===== src/rtl/enr_pkg.sv =====
// ============================================================================
// Rotor step and map package
// Shared types and constants for the single cipher rotor block.
// ============================================================================
package enr_pkg;

   // Alphabet geometry.
   localparam int ALPHABET_SIZE = 26;
   localparam int LETTER_W      = 5;
   localparam logic [LETTER_W-1:0] LAST_LETTER = LETTER_W'(ALPHABET_SIZE - 1);

   // Request kinds.
   localparam logic [2:0] KIND_LOAD     = 3'd0;
   localparam logic [2:0] KIND_RESTART  = 3'd1;
   localparam logic [2:0] KIND_STEP     = 3'd2;
   localparam logic [2:0] KIND_FORWARD  = 3'd3;
   localparam logic [2:0] KIND_BACKWARD = 3'd4;

   // Configuration register indexes.
   localparam int CSR_INDEX_W = 4;
   localparam int CSR_DATA_W  = 26;
   localparam logic [CSR_INDEX_W-1:0] CSR_NOTCH_MASK     = 4'd0;
   localparam logic [CSR_INDEX_W-1:0] CSR_START_POSITION = 4'd1;

   // Request payload.
   typedef struct packed {
      logic [2:0]          kind;
      logic [LETTER_W-1:0] index;
      logic [LETTER_W-1:0] letter;
   } req_type;

   // Response payload.
   typedef struct packed {
      logic [LETTER_W-1:0] letter_out;
      logic                carry_out;
   } rsp_type;

   // Status from the core sequencer to the top level.
   typedef struct packed {
      logic                ready;
      logic                valid;
      logic [LETTER_W-1:0] letter;
      logic                carry;
   } core_status_type;

   // Core sequencer states.
   typedef enum logic [1:0] {
      CORE_IDLE,
      CORE_FORWARD,
      CORE_SEARCH,
      CORE_DONE
   } core_state_type;

endpackage


===== src/rtl/enr_wiring_ram.sv =====
// ============================================================================
// Rotor wiring memory
// One write port and one registered read port holding the wiring offsets.
// ============================================================================
module enr_wiring_ram (
   input  logic                         clock,
   input  logic                         wr_en,
   input  logic [enr_pkg::LETTER_W-1:0] wr_addr,
   input  logic [enr_pkg::LETTER_W-1:0] wr_data,
   input  logic [enr_pkg::LETTER_W-1:0] rd_addr,
   output logic [enr_pkg::LETTER_W-1:0] rd_data
);
   import enr_pkg::*;

   logic [LETTER_W-1:0] mem [ALPHABET_SIZE];
   logic [LETTER_W-1:0] rd_data_ff;

   // Write port.
   always_ff @(posedge clock) begin
      if (wr_en) begin
         mem[wr_addr] <= wr_data;
      end
   end

   // Registered read port.
   always_ff @(posedge clock) begin
      rd_data_ff <= mem[rd_addr];
   end

   assign rd_data = rd_data_ff;

endmodule


===== src/rtl/enr_map_core.sv =====
// ============================================================================
// Rotor map sequencer
// Executes one request at a time against the wiring memory, keeps the rotor
// position and last output, and holds each result until the output takes it.
// ============================================================================
module enr_map_core (
   input  logic                          clock,
   input  logic                          reset,
   input  logic                          req_accept,
   input  enr_pkg::req_type              req_data,
   input  logic [enr_pkg::CSR_DATA_W-1:0] notch_mask,
   input  logic [enr_pkg::LETTER_W-1:0]  start_position,
   input  logic                          take,
   output enr_pkg::core_status_type      status
);
   import enr_pkg::*;

   // Reduce a value below twice the alphabet size into the alphabet.
   function automatic logic [LETTER_W-1:0] wrap_sum(input logic [LETTER_W:0] v);
      logic [LETTER_W:0] t;
      t = v - (LETTER_W+1)'(ALPHABET_SIZE);
      return (v >= (LETTER_W+1)'(ALPHABET_SIZE)) ? t[LETTER_W-1:0] : v[LETTER_W-1:0];
   endfunction

   // Advance a letter by one around the alphabet.
   function automatic logic [LETTER_W-1:0] inc_wrap(input logic [LETTER_W-1:0] v);
      return (v == LAST_LETTER) ? '0 : v + LETTER_W'(1);
   endfunction

   core_state_type      state_ff, state_in;
   logic [LETTER_W-1:0] position_ff, position_in;
   logic [LETTER_W-1:0] last_output_ff, last_output_in;
   logic                carry_ff, carry_in;
   logic [LETTER_W-1:0] letter_ff, letter_in;
   logic [LETTER_W-1:0] cmp_i_ff, cmp_i_in;
   logic [LETTER_W-1:0] slot_ff, slot_in;
   logic [LETTER_W-1:0] match_ff, match_in;
   logic                hit_ff, hit_in;

   logic                wr_en;
   logic [LETTER_W-1:0] wr_data;
   logic [LETTER_W-1:0] rd_addr;
   logic [LETTER_W-1:0] rd_data;

   logic [LETTER_W-1:0] req_letter;
   logic [LETTER_W-1:0] pos_next;
   logic [LETTER_W-1:0] fwd_slot;
   logic                search_hit;

   enr_wiring_ram u_wiring_ram (
      .clock   (clock),
      .wr_en   (wr_en),
      .wr_addr (req_data.index),
      .wr_data (wr_data),
      .rd_addr (rd_addr),
      .rd_data (rd_data)
   );

   // Request-side arithmetic, all mod the alphabet size.
   always_comb begin
      req_letter = wrap_sum({1'b0, req_data.letter});
      pos_next   = inc_wrap(position_ff);
      fwd_slot   = wrap_sum({1'b0, req_letter} + {1'b0, position_ff});
      wr_data    = wrap_sum({1'b0, req_letter} + (LETTER_W+1)'(ALPHABET_SIZE)
                            - {1'b0, req_data.index});
      search_hit = (wrap_sum({1'b0, cmp_i_ff} + {1'b0, rd_data}) == letter_ff);
   end

   // Next state and datapath control.
   always_comb begin
      state_in       = state_ff;
      position_in    = position_ff;
      last_output_in = last_output_ff;
      carry_in       = carry_ff;
      letter_in      = letter_ff;
      cmp_i_in       = cmp_i_ff;
      slot_in        = slot_ff;
      match_in       = match_ff;
      hit_in         = hit_ff;
      wr_en          = 1'b0;
      rd_addr        = slot_ff;
      status.ready   = 1'b0;
      status.valid   = 1'b0;
      status.letter  = last_output_ff;
      status.carry   = carry_ff;

      case (state_ff)
         CORE_IDLE: begin
            status.ready = 1'b1;
            if (req_accept) begin
               carry_in = 1'b0;
               state_in = CORE_DONE;
               case (req_data.kind)
                  KIND_LOAD: begin
                     wr_en = (req_data.index < LETTER_W'(ALPHABET_SIZE));
                  end
                  KIND_RESTART: begin
                     position_in = wrap_sum({1'b0, start_position});
                  end
                  KIND_STEP: begin
                     position_in = pos_next;
                     carry_in    = notch_mask[pos_next];
                  end
                  KIND_FORWARD: begin
                     rd_addr   = fwd_slot;
                     letter_in = req_letter;
                     state_in  = CORE_FORWARD;
                  end
                  KIND_BACKWARD: begin
                     // Entry i sits at slot (i + position); start at i = 0.
                     rd_addr   = position_ff;
                     slot_in   = pos_next;
                     cmp_i_in  = '0;
                     hit_in    = 1'b0;
                     letter_in = req_letter;
                     state_in  = CORE_SEARCH;
                  end
                  default: begin
                  end
               endcase
            end
         end

         CORE_FORWARD: begin
            last_output_in = wrap_sum({1'b0, letter_ff} + {1'b0, rd_data});
            state_in       = CORE_DONE;
         end

         CORE_SEARCH: begin
            // One entry compared per cycle while the next one is read.
            rd_addr  = slot_ff;
            slot_in  = inc_wrap(slot_ff);
            cmp_i_in = cmp_i_ff + LETTER_W'(1);
            if (search_hit) begin
               match_in = cmp_i_ff;
               hit_in   = 1'b1;
            end
            if (cmp_i_ff == LAST_LETTER) begin
               // The highest match wins; no match keeps the last output.
               if (search_hit) begin
                  last_output_in = cmp_i_ff;
               end else if (hit_ff) begin
                  last_output_in = match_ff;
               end
               state_in = CORE_DONE;
            end
         end

         CORE_DONE: begin
            status.valid = 1'b1;
            if (take) begin
               state_in = CORE_IDLE;
            end
         end

         default: begin
            state_in = CORE_IDLE;
         end
      endcase
   end

   // Control and architectural state.
   always_ff @(posedge clock) begin
      if (reset) begin
         state_ff       <= CORE_IDLE;
         position_ff    <= '0;
         last_output_ff <= '0;
         carry_ff       <= 1'b0;
      end else begin
         state_ff       <= state_in;
         position_ff    <= position_in;
         last_output_ff <= last_output_in;
         carry_ff       <= carry_in;
      end
   end

   // Search working registers.
   always_ff @(posedge clock) begin
      letter_ff <= letter_in;
      cmp_i_ff  <= cmp_i_in;
      slot_ff   <= slot_in;
      match_ff  <= match_in;
      hit_ff    <= hit_in;
   end

endmodule


===== src/rtl/enigma_rotor_step_and_map_unit.sv =====
// ============================================================================
// Rotor step and map unit
// Flow: load, restart, step and unknown kinds go straight to the done state, a
// forward map first reads the wiring memory, and a backward map walks all 26
// wiring entries through the single read port of the memory for its result.
// One request at a time: a new request is taken only once the result has moved
// to the output register, which waits while the receiver stalls.
// Reset: synchronous; position, last output, carry and configuration registers
// clear to zero, wiring memory is undefined until loaded.
// ============================================================================
module enigma_rotor_step_and_map_unit (
   input  logic                              clock,
   input  logic                              reset,
   input  logic                              req_valid,
   output logic                              req_stall,
   input  enr_pkg::req_type                  req_data,
   output logic                              rsp_valid,
   input  logic                              rsp_stall,
   output enr_pkg::rsp_type                  rsp_data,
   input  logic                              csr_valid,
   output logic                              csr_ready,
   input  logic [enr_pkg::CSR_INDEX_W-1:0]   csr_index,
   input  logic [enr_pkg::CSR_DATA_W-1:0]    csr_wdata
);
   import enr_pkg::*;

   logic [CSR_DATA_W-1:0] notch_mask_ff;
   logic [LETTER_W-1:0]   start_position_ff;
   logic                  rsp_valid_ff;
   rsp_type               rsp_data_ff;
   core_status_type       core_status;
   logic                  take;
   logic                  req_accept;

   // Configuration registers; writes are always taken.
   assign csr_ready = 1'b1;

   always_ff @(posedge clock) begin
      if (reset) begin
         notch_mask_ff     <= '0;
         start_position_ff <= '0;
      end else if (csr_valid) begin
         case (csr_index)
            CSR_NOTCH_MASK:     notch_mask_ff     <= csr_wdata;
            CSR_START_POSITION: start_position_ff <= csr_wdata[LETTER_W-1:0];
            default: begin
            end
         endcase
      end
   end

   // Request handshake.
   assign req_stall  = !core_status.ready;
   assign req_accept = req_valid && core_status.ready;

   enr_map_core u_map_core (
      .clock          (clock),
      .reset          (reset),
      .req_accept     (req_accept),
      .req_data       (req_data),
      .notch_mask     (notch_mask_ff),
      .start_position (start_position_ff),
      .take           (take),
      .status         (core_status)
   );

   // Output register; takes a result when empty or being drained.
   assign take = core_status.valid && (!rsp_valid_ff || !rsp_stall);

   always_ff @(posedge clock) begin
      if (reset) begin
         rsp_valid_ff <= 1'b0;
      end else if (take) begin
         rsp_valid_ff <= 1'b1;
      end else if (!rsp_stall) begin
         rsp_valid_ff <= 1'b0;
      end
   end

   always_ff @(posedge clock) begin
      if (take) begin
         rsp_data_ff.letter_out <= core_status.letter;
         rsp_data_ff.carry_out  <= core_status.carry;
      end
   end

   assign rsp_valid = rsp_valid_ff;
   assign rsp_data  = rsp_data_ff;

   // The core never asks for a request while it holds a result.
   assert property (@(posedge clock) disable iff (reset)
      !(core_status.ready && core_status.valid))
      else $error("core ready while holding a result");

   // An accepted request makes the block busy on the next cycle.
   assert property (@(posedge clock) disable iff (reset)
      req_accept |=> req_stall)
      else $error("request accepted while still busy");

   // A result moved to the output register is released by the core.
   assert property (@(posedge clock) disable iff (reset)
      take |=> !core_status.valid)
      else $error("core result delivered twice");

endmodule


===== config.mk =====
export PLATFORM = sky130hd
export DESIGN_NAME = enigma_rotor_step_and_map_unit
export DESIGN_NICKNAME = d
export VERILOG_FILES = /design/src/rtl/enr_pkg.sv /design/src/rtl/enr_wiring_ram.sv /design/src/rtl/enr_map_core.sv /design/src/rtl/enigma_rotor_step_and_map_unit.sv
export SDC_FILE = /design/constraint.sdc
export NUM_CORES = 1
export LEC_CHECK = 0
export ABC_CLOCK_PERIOD_IN_PS = 8600
export BUFFER_PORTS_ARGS = -buffer_cell sky130_fd_sc_hd__buf_2
export CAP_MARGIN = 20
export CORE_MARGIN = 2
export CORE_UTILIZATION = 55
export CTS_BUF_LIST = sky130_fd_sc_hd__clkbuf_8
export DETAILED_ROUTE_END_ITERATION = 12
export PLACE_DENSITY = 0.73
export SLEW_MARGIN = 20
export SYNTH_ARGS = -nofsm -noshare
export SYNTH_HDL_FRONTEND = slang
export SYNTH_SLANG_ARGS = --single-unit

===== constraint.sdc =====
create_clock -name clock -period 8.6 [get_ports clock]
set_input_delay 1.72 -clock clock [delete_from_list [all_inputs] [get_ports clock]]
set_output_delay 1.72 -clock clock [all_outputs]
set_load 0.01 [all_outputs]

# Yosys cells after proc, flatten, opt, wreduce, memory -nomap -nowiden
# Memories as Yosys holds them, arrays and structs flattened. A register that Yosys moved wholly into a read port is not among the register bits.
# Cells that the tools add are included.
[word_totals] register_bits=72 memories=1 elab_cells=122 out_inout_bits=9 in_bits=48 mem_bits_rw=130
[classes] muxes=43 n_eq_ne=19 n_lt_le_gt_ge=8 n_reduce_logical=23 addsub=14
[mem_list] memory="u_map_core.u_wiring_ram.mem" depth=26 word_bits=5 read_ports=1 rd_clocked_by_memory_dff=1 write_ports=1 line="enr_wiring_ram.sv:15" text="logic [LETTER_W-1:0] mem [ALPHABET_SIZE];"
[ops] operator="2-to-1 mux 5 bit" count=17
[ops] operator="one-hot mux 5 bit (2 select lines)" count=5
[ops] operator="subtractor 5 bit (second input constant)" count=6
[ops] operator="greater-or-equal comparator 6 x 5 -> 1 bit (second input constant)" count=4
[ops] operator="adder 5 x 5 -> 6 bit" count=3
[ops] operator="adder 5 x 1 -> 5 bit (second input constant)" count=3
[ops] operator="== test 5 bit (second input constant)" count=3
[ops] operator="AND reduction 3 bit" count=5
[ops] operator="2-to-1 mux 1 bit" count=14
[ops] operator="greater-or-equal comparator 5 bit (second input constant)" count=2
[ops] operator="one-hot mux 2 bit (4 select lines)" count=1
[ops] operator="AND reduction 2 bit" count=4
[ops] operator="adder 5 x 5 -> 6 bit (second input constant)" count=1
[ops] operator="== test 3 x 2 -> 1 bit (second input constant)" count=2
[ops] operator="less-than comparator 5 x 6 -> 1 bit (second input constant)" count=1
[ops] operator="2-to-1 mux 2 bit" count=3
[ops] operator="inequality test 2 x 1 -> 1 bit (second input constant)" count=3
[ops] operator="inequality test 2 bit (second input constant)" count=3
[ops] operator="nonzero test 2 bit" count=3
[ops] operator="subtractor 6 x 5 -> 6 bit" count=1
[ops] operator="binary-select mux 1 bit (select 5 bit)" count=1
[ops] operator="== test 5 bit" count=1
[ops] operator="less-than comparator 5 bit (second input constant)" count=1
[ops] operator="== test 2 bit (second input constant)" count=2
[ops] operator="15 further kinds" count=18

# Depth between registers and ports, before layout
[depth] depth_word=8 ltp_mapped=19 mapped_depth_nobuf=17

# Modules after synthesis
# From an unflattened synthesis, not the netlist that was laid out.
[unflattened] cells_unflattened=893 area_unflattened_um2=10625.2
[modules_own_cells] module="enr_wiring_ram" seq_area_each_um2=4003.8 cells_per_inst=314 n_inst=1 area_each_um2=5366.4
[modules_own_cells] module="enr_map_core" seq_area_each_um2=890.9 cells_per_inst=433 n_inst=1 area_each_um2=3638.5
[modules_own_cells] module="enigma_rotor_step_and_map_unit" seq_area_each_um2=820.8 cells_per_inst=146 n_inst=1 area_each_um2=1620.3

# Worst setup path after synthesis
# OpenSTA, ideal clock, no wires.
[synth_path] path_kind="in2reg" from="input port req_data[2] in the netlist's numbering" to="memory u_map_core.u_wiring_ram.mem[0][2], data pin" required_ps=8192 arrival_time_ps=5059 path_stages=16 setup_ps=408 slack_ps=3134 n_path_buf=0 path_cell_list="inv_1 -> ha_1 -> inv_1 -> a21oi_1 -> o21ai_0 -> o31ai_1 -> inv_1 -> ha_1 -> inv_1 -> ha_1 -> fa_1 -> a21o_1 -> a21oi_1 -> xnor2_1 -> a21oi_1 -> o21ai_0"
[synth_via] elab_chain_cells=6 word_cells_on_any_way=8 cone_classes="add/sub: 4; order compare: 2; mux: 2"
[synth_lines] item="from (decl)" line="enigma_rotor_step_and_map_unit.sv:16" text="input enr_pkg::req_type req_data,"
[synth_lines] item="greater-or-equal comparator 5 bit *" line="enr_map_core.sv:22" text="return (v >= (LETTER_W+1)'(ALPHABET_SIZE)) ? t[LETTER_W-1:0] : v[LETTER_W-1:0];"
[synth_lines] item="2-to-1 mux 5 bit *" line="enr_map_core.sv:22"
[synth_lines] item="named net u_map_core.req_letter[1]" line="enr_map_core.sv:45" text="logic [LETTER_W-1:0] req_letter;"
[synth_lines] item="adder 5 x 5 -> 6 bit *" line="enr_map_core.sv:64" text="wr_data = wrap_sum({1'b0, req_letter} + (LETTER_W+1)'(ALPHABET_SIZE)"
[synth_lines] item="subtractor 6 x 5 -> 6 bit *" line="enr_map_core.sv:65" text="- {1'b0, req_data.index});"
[synth_lines] item="subtractor 5 bit or greater-or-equal comparator 6 x 5 -> 1 bit (tied branches)" line="enr_map_core.sv:21, enr_map_core.sv:22"
[synth_lines] item="2-to-1 mux 5 bit *" line="enr_map_core.sv:22"
[synth_lines] item="named net u_map_core.u_wiring_ram.wr_data, one bit" line="enr_wiring_ram.sv:9" text="input logic [enr_pkg::LETTER_W-1:0] wr_data,"
[synth_lines] item="to (decl)" line="enr_wiring_ram.sv:15"
# Mark *: on every way through the listed nets, which the timed path passes. The rest lies on a longest branch.

# Final worst setup path
[layout_path] from="input port req_data[1] in the netlist's numbering" to="register u_map_core.u_wiring_ram.rd_data_ff[0], in the netlist u_map_core.u_wiring_ram.rd_data[0], read port of u_map_core.u_wiring_ram.mem"
[layout_via] elab_chain_cells=8 word_cells_on_any_way=10 cone_classes="add/sub: 3; order compare: 2; mux: 5"
[layout_lines] item="subtractor 5 bit or greater-or-equal comparator 5 bit (tied branches)" line="enr_map_core.sv:21, enr_map_core.sv:22"
[layout_lines] item="2-to-1 mux 5 bit *" line="enr_map_core.sv:22"
[layout_lines] item="named net u_map_core.req_letter[2]" line="enr_map_core.sv:45"
[layout_lines] item="adder 5 x 5 -> 6 bit *" line="enr_map_core.sv:63" text="fwd_slot = wrap_sum({1'b0, req_letter} + {1'b0, position_ff});"
[layout_lines] item="subtractor 5 bit or greater-or-equal comparator 6 x 5 -> 1 bit (tied branches)" line="enr_map_core.sv:21, enr_map_core.sv:22"
[layout_lines] item="2-to-1 mux 5 bit *" line="enr_map_core.sv:22"
[layout_lines] item="one-hot mux 5 bit (2 select lines) *" line="enr_map_core.sv:93" text="case (req_data.kind)"
[layout_lines] item="2-to-1 mux 5 bit *" line="enr_map_core.sv:90" text="if (req_accept) begin"
[layout_lines] item="2-to-1 mux 5 bit *" line="enr_map_core.sv:87" text="case (state_ff)"
[layout_lines] item="to (decl)" line="enr_wiring_ram.sv:16" text="logic [LETTER_W-1:0] rd_data_ff;"
# Marked as above.
# A chain may end at the register's enable or synchronous reset.

==> impl_metrics.toml <==
[worst_setup_path]
cp-endpoint = "u_map_core.u_wiring_ram.rd_data[0]"
worstSetupEndpointType = "flop"
regToRegSetupSlack_ns = 4.10
worst-path-buf-inv = 3
crit_fanout = 38
reg2reg_to = "u_map_core.u_wiring_ram.rd_data[0]"
cp_slowest_cell = "nand2_2"
crit_type = "primary input to flop"
path_cells = "buf_2, inv_1, ha_1, inv_1, a21oi_1, o31ai_1, ha_1, a21oi_2, a211oi_1, nor2_1, o311a_1, nand2_2, mux4_2, or3_1, a2111oi_2, a31oi_1"
crit_arrival_ns = 6.23
path_delay_family = "compound AO/OA/AOI/OAI gates"
r2r_cells = 12
r2r_start = "u_map_core.position_ff[0]"
crit_required_ns = 9.01
cp.depth = 16
slowest_delay_ns = 0.73
startpoint = "req_data[1]"
start_kind = "primary input"

[pwr]
leakage_nw = 4.34
p_per_area_nw_per_um2 = 281
vdd_ir_drop_max_v = 0.000201

[yosys]
synth_top_cell_by_area = "edfxtp_1"
ys_seq_area_share_pct = 55.5
synth_edf_count = 157
yosys-top-cells-area = "edfxtp_1, dfxtp_1, mux2i_1"
synthesis.nets = 978
synth_cell_types = 64
ys.warnings.count = 0
ys_ff_latch = 207
ys.flop_type = "edfxtp_1"
syn_avg_cell_area_sq_um = 11.6
synth_area_sq_um = 10300
syn_inst = 886
synth_top_area_share_pct = 45.8
synthArstFlopShare_pct = 0

[cts]
clkLatencyLatePin_ns = 0.53
postCtsSetupRepairBufs = 0
cts-root-buf = "clkbuf_8"
cts_buffer_depth = 3
htree_levels = 2
cts_tree = "done"
clkTransAtPathRegs_ns = 0.06
holdBufCountCts = 0
cts.sinks = 207
cts-resized-gates = 0
cts_made_buffers = 36

[route]
dr_total_vias = 6974
wirelength_mm = 21.5
drtIter0Drc = 600
detail_route.first_pass.iterations = 5
vias_per_cell = 5.76
drc = 0
wl_per_cell_um = 17.7
ant_nets = 0

[floorplanning]
initial_core_util_pct = 55.6
rows = 50
dieArea_sq_um = 19800
fp.dieH_um = 141
fp.dieW_um = 141
ios = 57
core_sq_um = 18500

[final_layout]
fin_cells = 1211
final_cell_area_sq_um = 11500
layout.nets = 1044
diodes = 0
syn_to_final_growth_pct = 11.2
drive_gt1_share_pct = 14.4

[place]
dp_hpwl_mm = 14.4
placed_area_sq_um = 10800
io_buffer_count = 55
post-place-cells = 1148
gp_congestion = 0.828

[grt]
overflow = 0
grt_max_degree = 67
grt_pass1_vias = 6661
grt_antenna_before_repair = 0
grt_first_pass_wirelength_mm = 34.8
grt_util_all_layers_pct = 22.2

[sta]
fmax_ghz = 0.172
finalHoldViolations = 0
rsz0062_at_grt = "no"
finalSetupTns_ns = 0
setup_viol = 0
finalCriticalPeriod_ns = 5.83
drv_slew = 0
finalCritPeriodShare_pct = 67.8
fin_skew_ns = 0.0184
slew_headroom_pct = 28.9
tightest_slew_ns = 1.06

[outcome]
status = "finished clean"

[flow_run]
max-cap-violations = 0

[worst_hold_path]
hp-class = "flop to flop"
holdPathStages = 0
cells in the final DEF (no fill, tap or decap), types with 11 or more instances in the layout:
cell | synthesis | routed
edfxtp_1 | 157 | 157
mux2_2 | 11 | 11
o211ai_1 | 12 | 12
nand3_1 | 19 | 19
ha_1 | 40 | 40
clkbuf_8 | 0 | 40
mux2i_1 | 92 | 92
nor2_1 | 71 | 70
a211oi_1 | 18 | 18
o21ai_0 | 25 | 23
xnor2_1 | 17 | 17
dfxtp_1 | 50 | 50
buf_2 | 11 | 55
nor2b_1 | 13 | 13
inv_1 | 43 | 54
nand2_1 | 86 | 85
a21oi_1 | 63 | 62
Yosys cell counts, drive strengths merged, types with 5 or more instances:
cell and number:
a211oi 18, a21o 9, a21oi 64, a22oi 9, buf 15, clkbuf 20
dfxtp 50, edfxtp 157, ha 40, inv 43, mux2 11, mux2i 92
mux4 6, nand2 86, nand2b 10, nand3 19, nor2 72, nor2b 13
nor3 10, nor3b 5, nor4 5, o211ai 12, o21a 5, o21ai 27
xnor2 17, xor2 9
metal layers:
metal / part of all wire, % / vias to the layer above / track usage, % / wire length (um)
met5: 0 / - / 0 / 0
met4: 2.4 / 0 / 6.95 / 511
met3: 6.2 / 39 / 4.01 / 1330
met2: 45 / 201 / 34.4 / 9660
met1: 46 / 3322 / 32.2 / 9980
li1: - / 3412 / - / -
stage by stage:
| stage | setup WS, ns | utilization, % | hold WS [ns] | total power [mW] |
|---|---|---|---|---|
| 3_5_place_dp | 2.26 | 58.3 | 0.413 | 2.42 |
| 6_report | 2.77 | 61.9 | 0.425 | 3.22 |
| 3_3_place_gp | 2.44 | 58.3 | 0.412 | 2.39 |
| 2_1_floorplan | 3.13 | - | 0.400 | 2.14 |
| 5_1_grt | 2.46 | 61.9 | 0.437 | 3.43 |
| 4_1_cts | 2.82 | 61.9 | 0.426 | 3.24 |
where the power goes:
part / internal (mW) / switching [mW] / leakage (nW)
combinational: 0.450 / 0.674 / 2.13
clock: 0.428 / 0.385 / 0.381
sequential: 1.23 / 0.0567 / 1.83
layout make-up:
type,count,area (sq um)
Timing Repair Buffer,63,343
Multi-Input combinational cell,601,4290
Clock buffer,40,551
Clock inverter,23,103
Inverter,43,161
Sequential cell,207,5720
Fill cell,1482,7060
Tap cell,234,293
flip-flops by register name (all words and copies together) (netlist names):
| name | cells |
|---|---|
| u_map_core.position_ff | 5 |
| u_map_core.slot_ff | 5 |
| start_position_ff | 5 |
| rsp_valid | 1 |
| rsp_data | 6 |
| u_map_core.u_wiring_ram.rd_data | 5 |
| u_map_core.state_ff | 2 |
| u_map_core.letter_ff | 5 |
| u_map_core.cmp_i_ff | 5 |
| u_map_core.hit_ff | 1 |
| u_map_core.last_output_ff | 5 |
| u_map_core.u_wiring_ram.mem | 130 |
| u_map_core.match_ff | 5 |
| u_map_core.carry_ff | 1 |
| notch_mask_ff | 26 |
cells by family after synthesis:
kind of cell	count (synthesis)	synth area share, %
other cells	1	0.0364
simple gates	238	10.6
flops	207	55.5
buf+inv	78	3.08
fa+ha+maj	44	5.64
compound gates	183	11.5
mux	109	11.5
xor+xnor	26	2.21
how the worst min path moves through the flow:
stage,to,startpoint
after floorplan,rsp_data[1],u_map_core.last_output_ff[0]
after global placement,rsp_data[1],u_map_core.last_output_ff[0]
after detailed placement,rsp_data[1],u_map_core.last_output_ff[0]
after CTS,rsp_data[1],u_map_core.last_output_ff[0]
after global routing,rsp_data[1],u_map_core.last_output_ff[0]
final,rsp_data[1],u_map_core.last_output_ff[0]
Note: power is estimated with default switching activity, not from simulation.
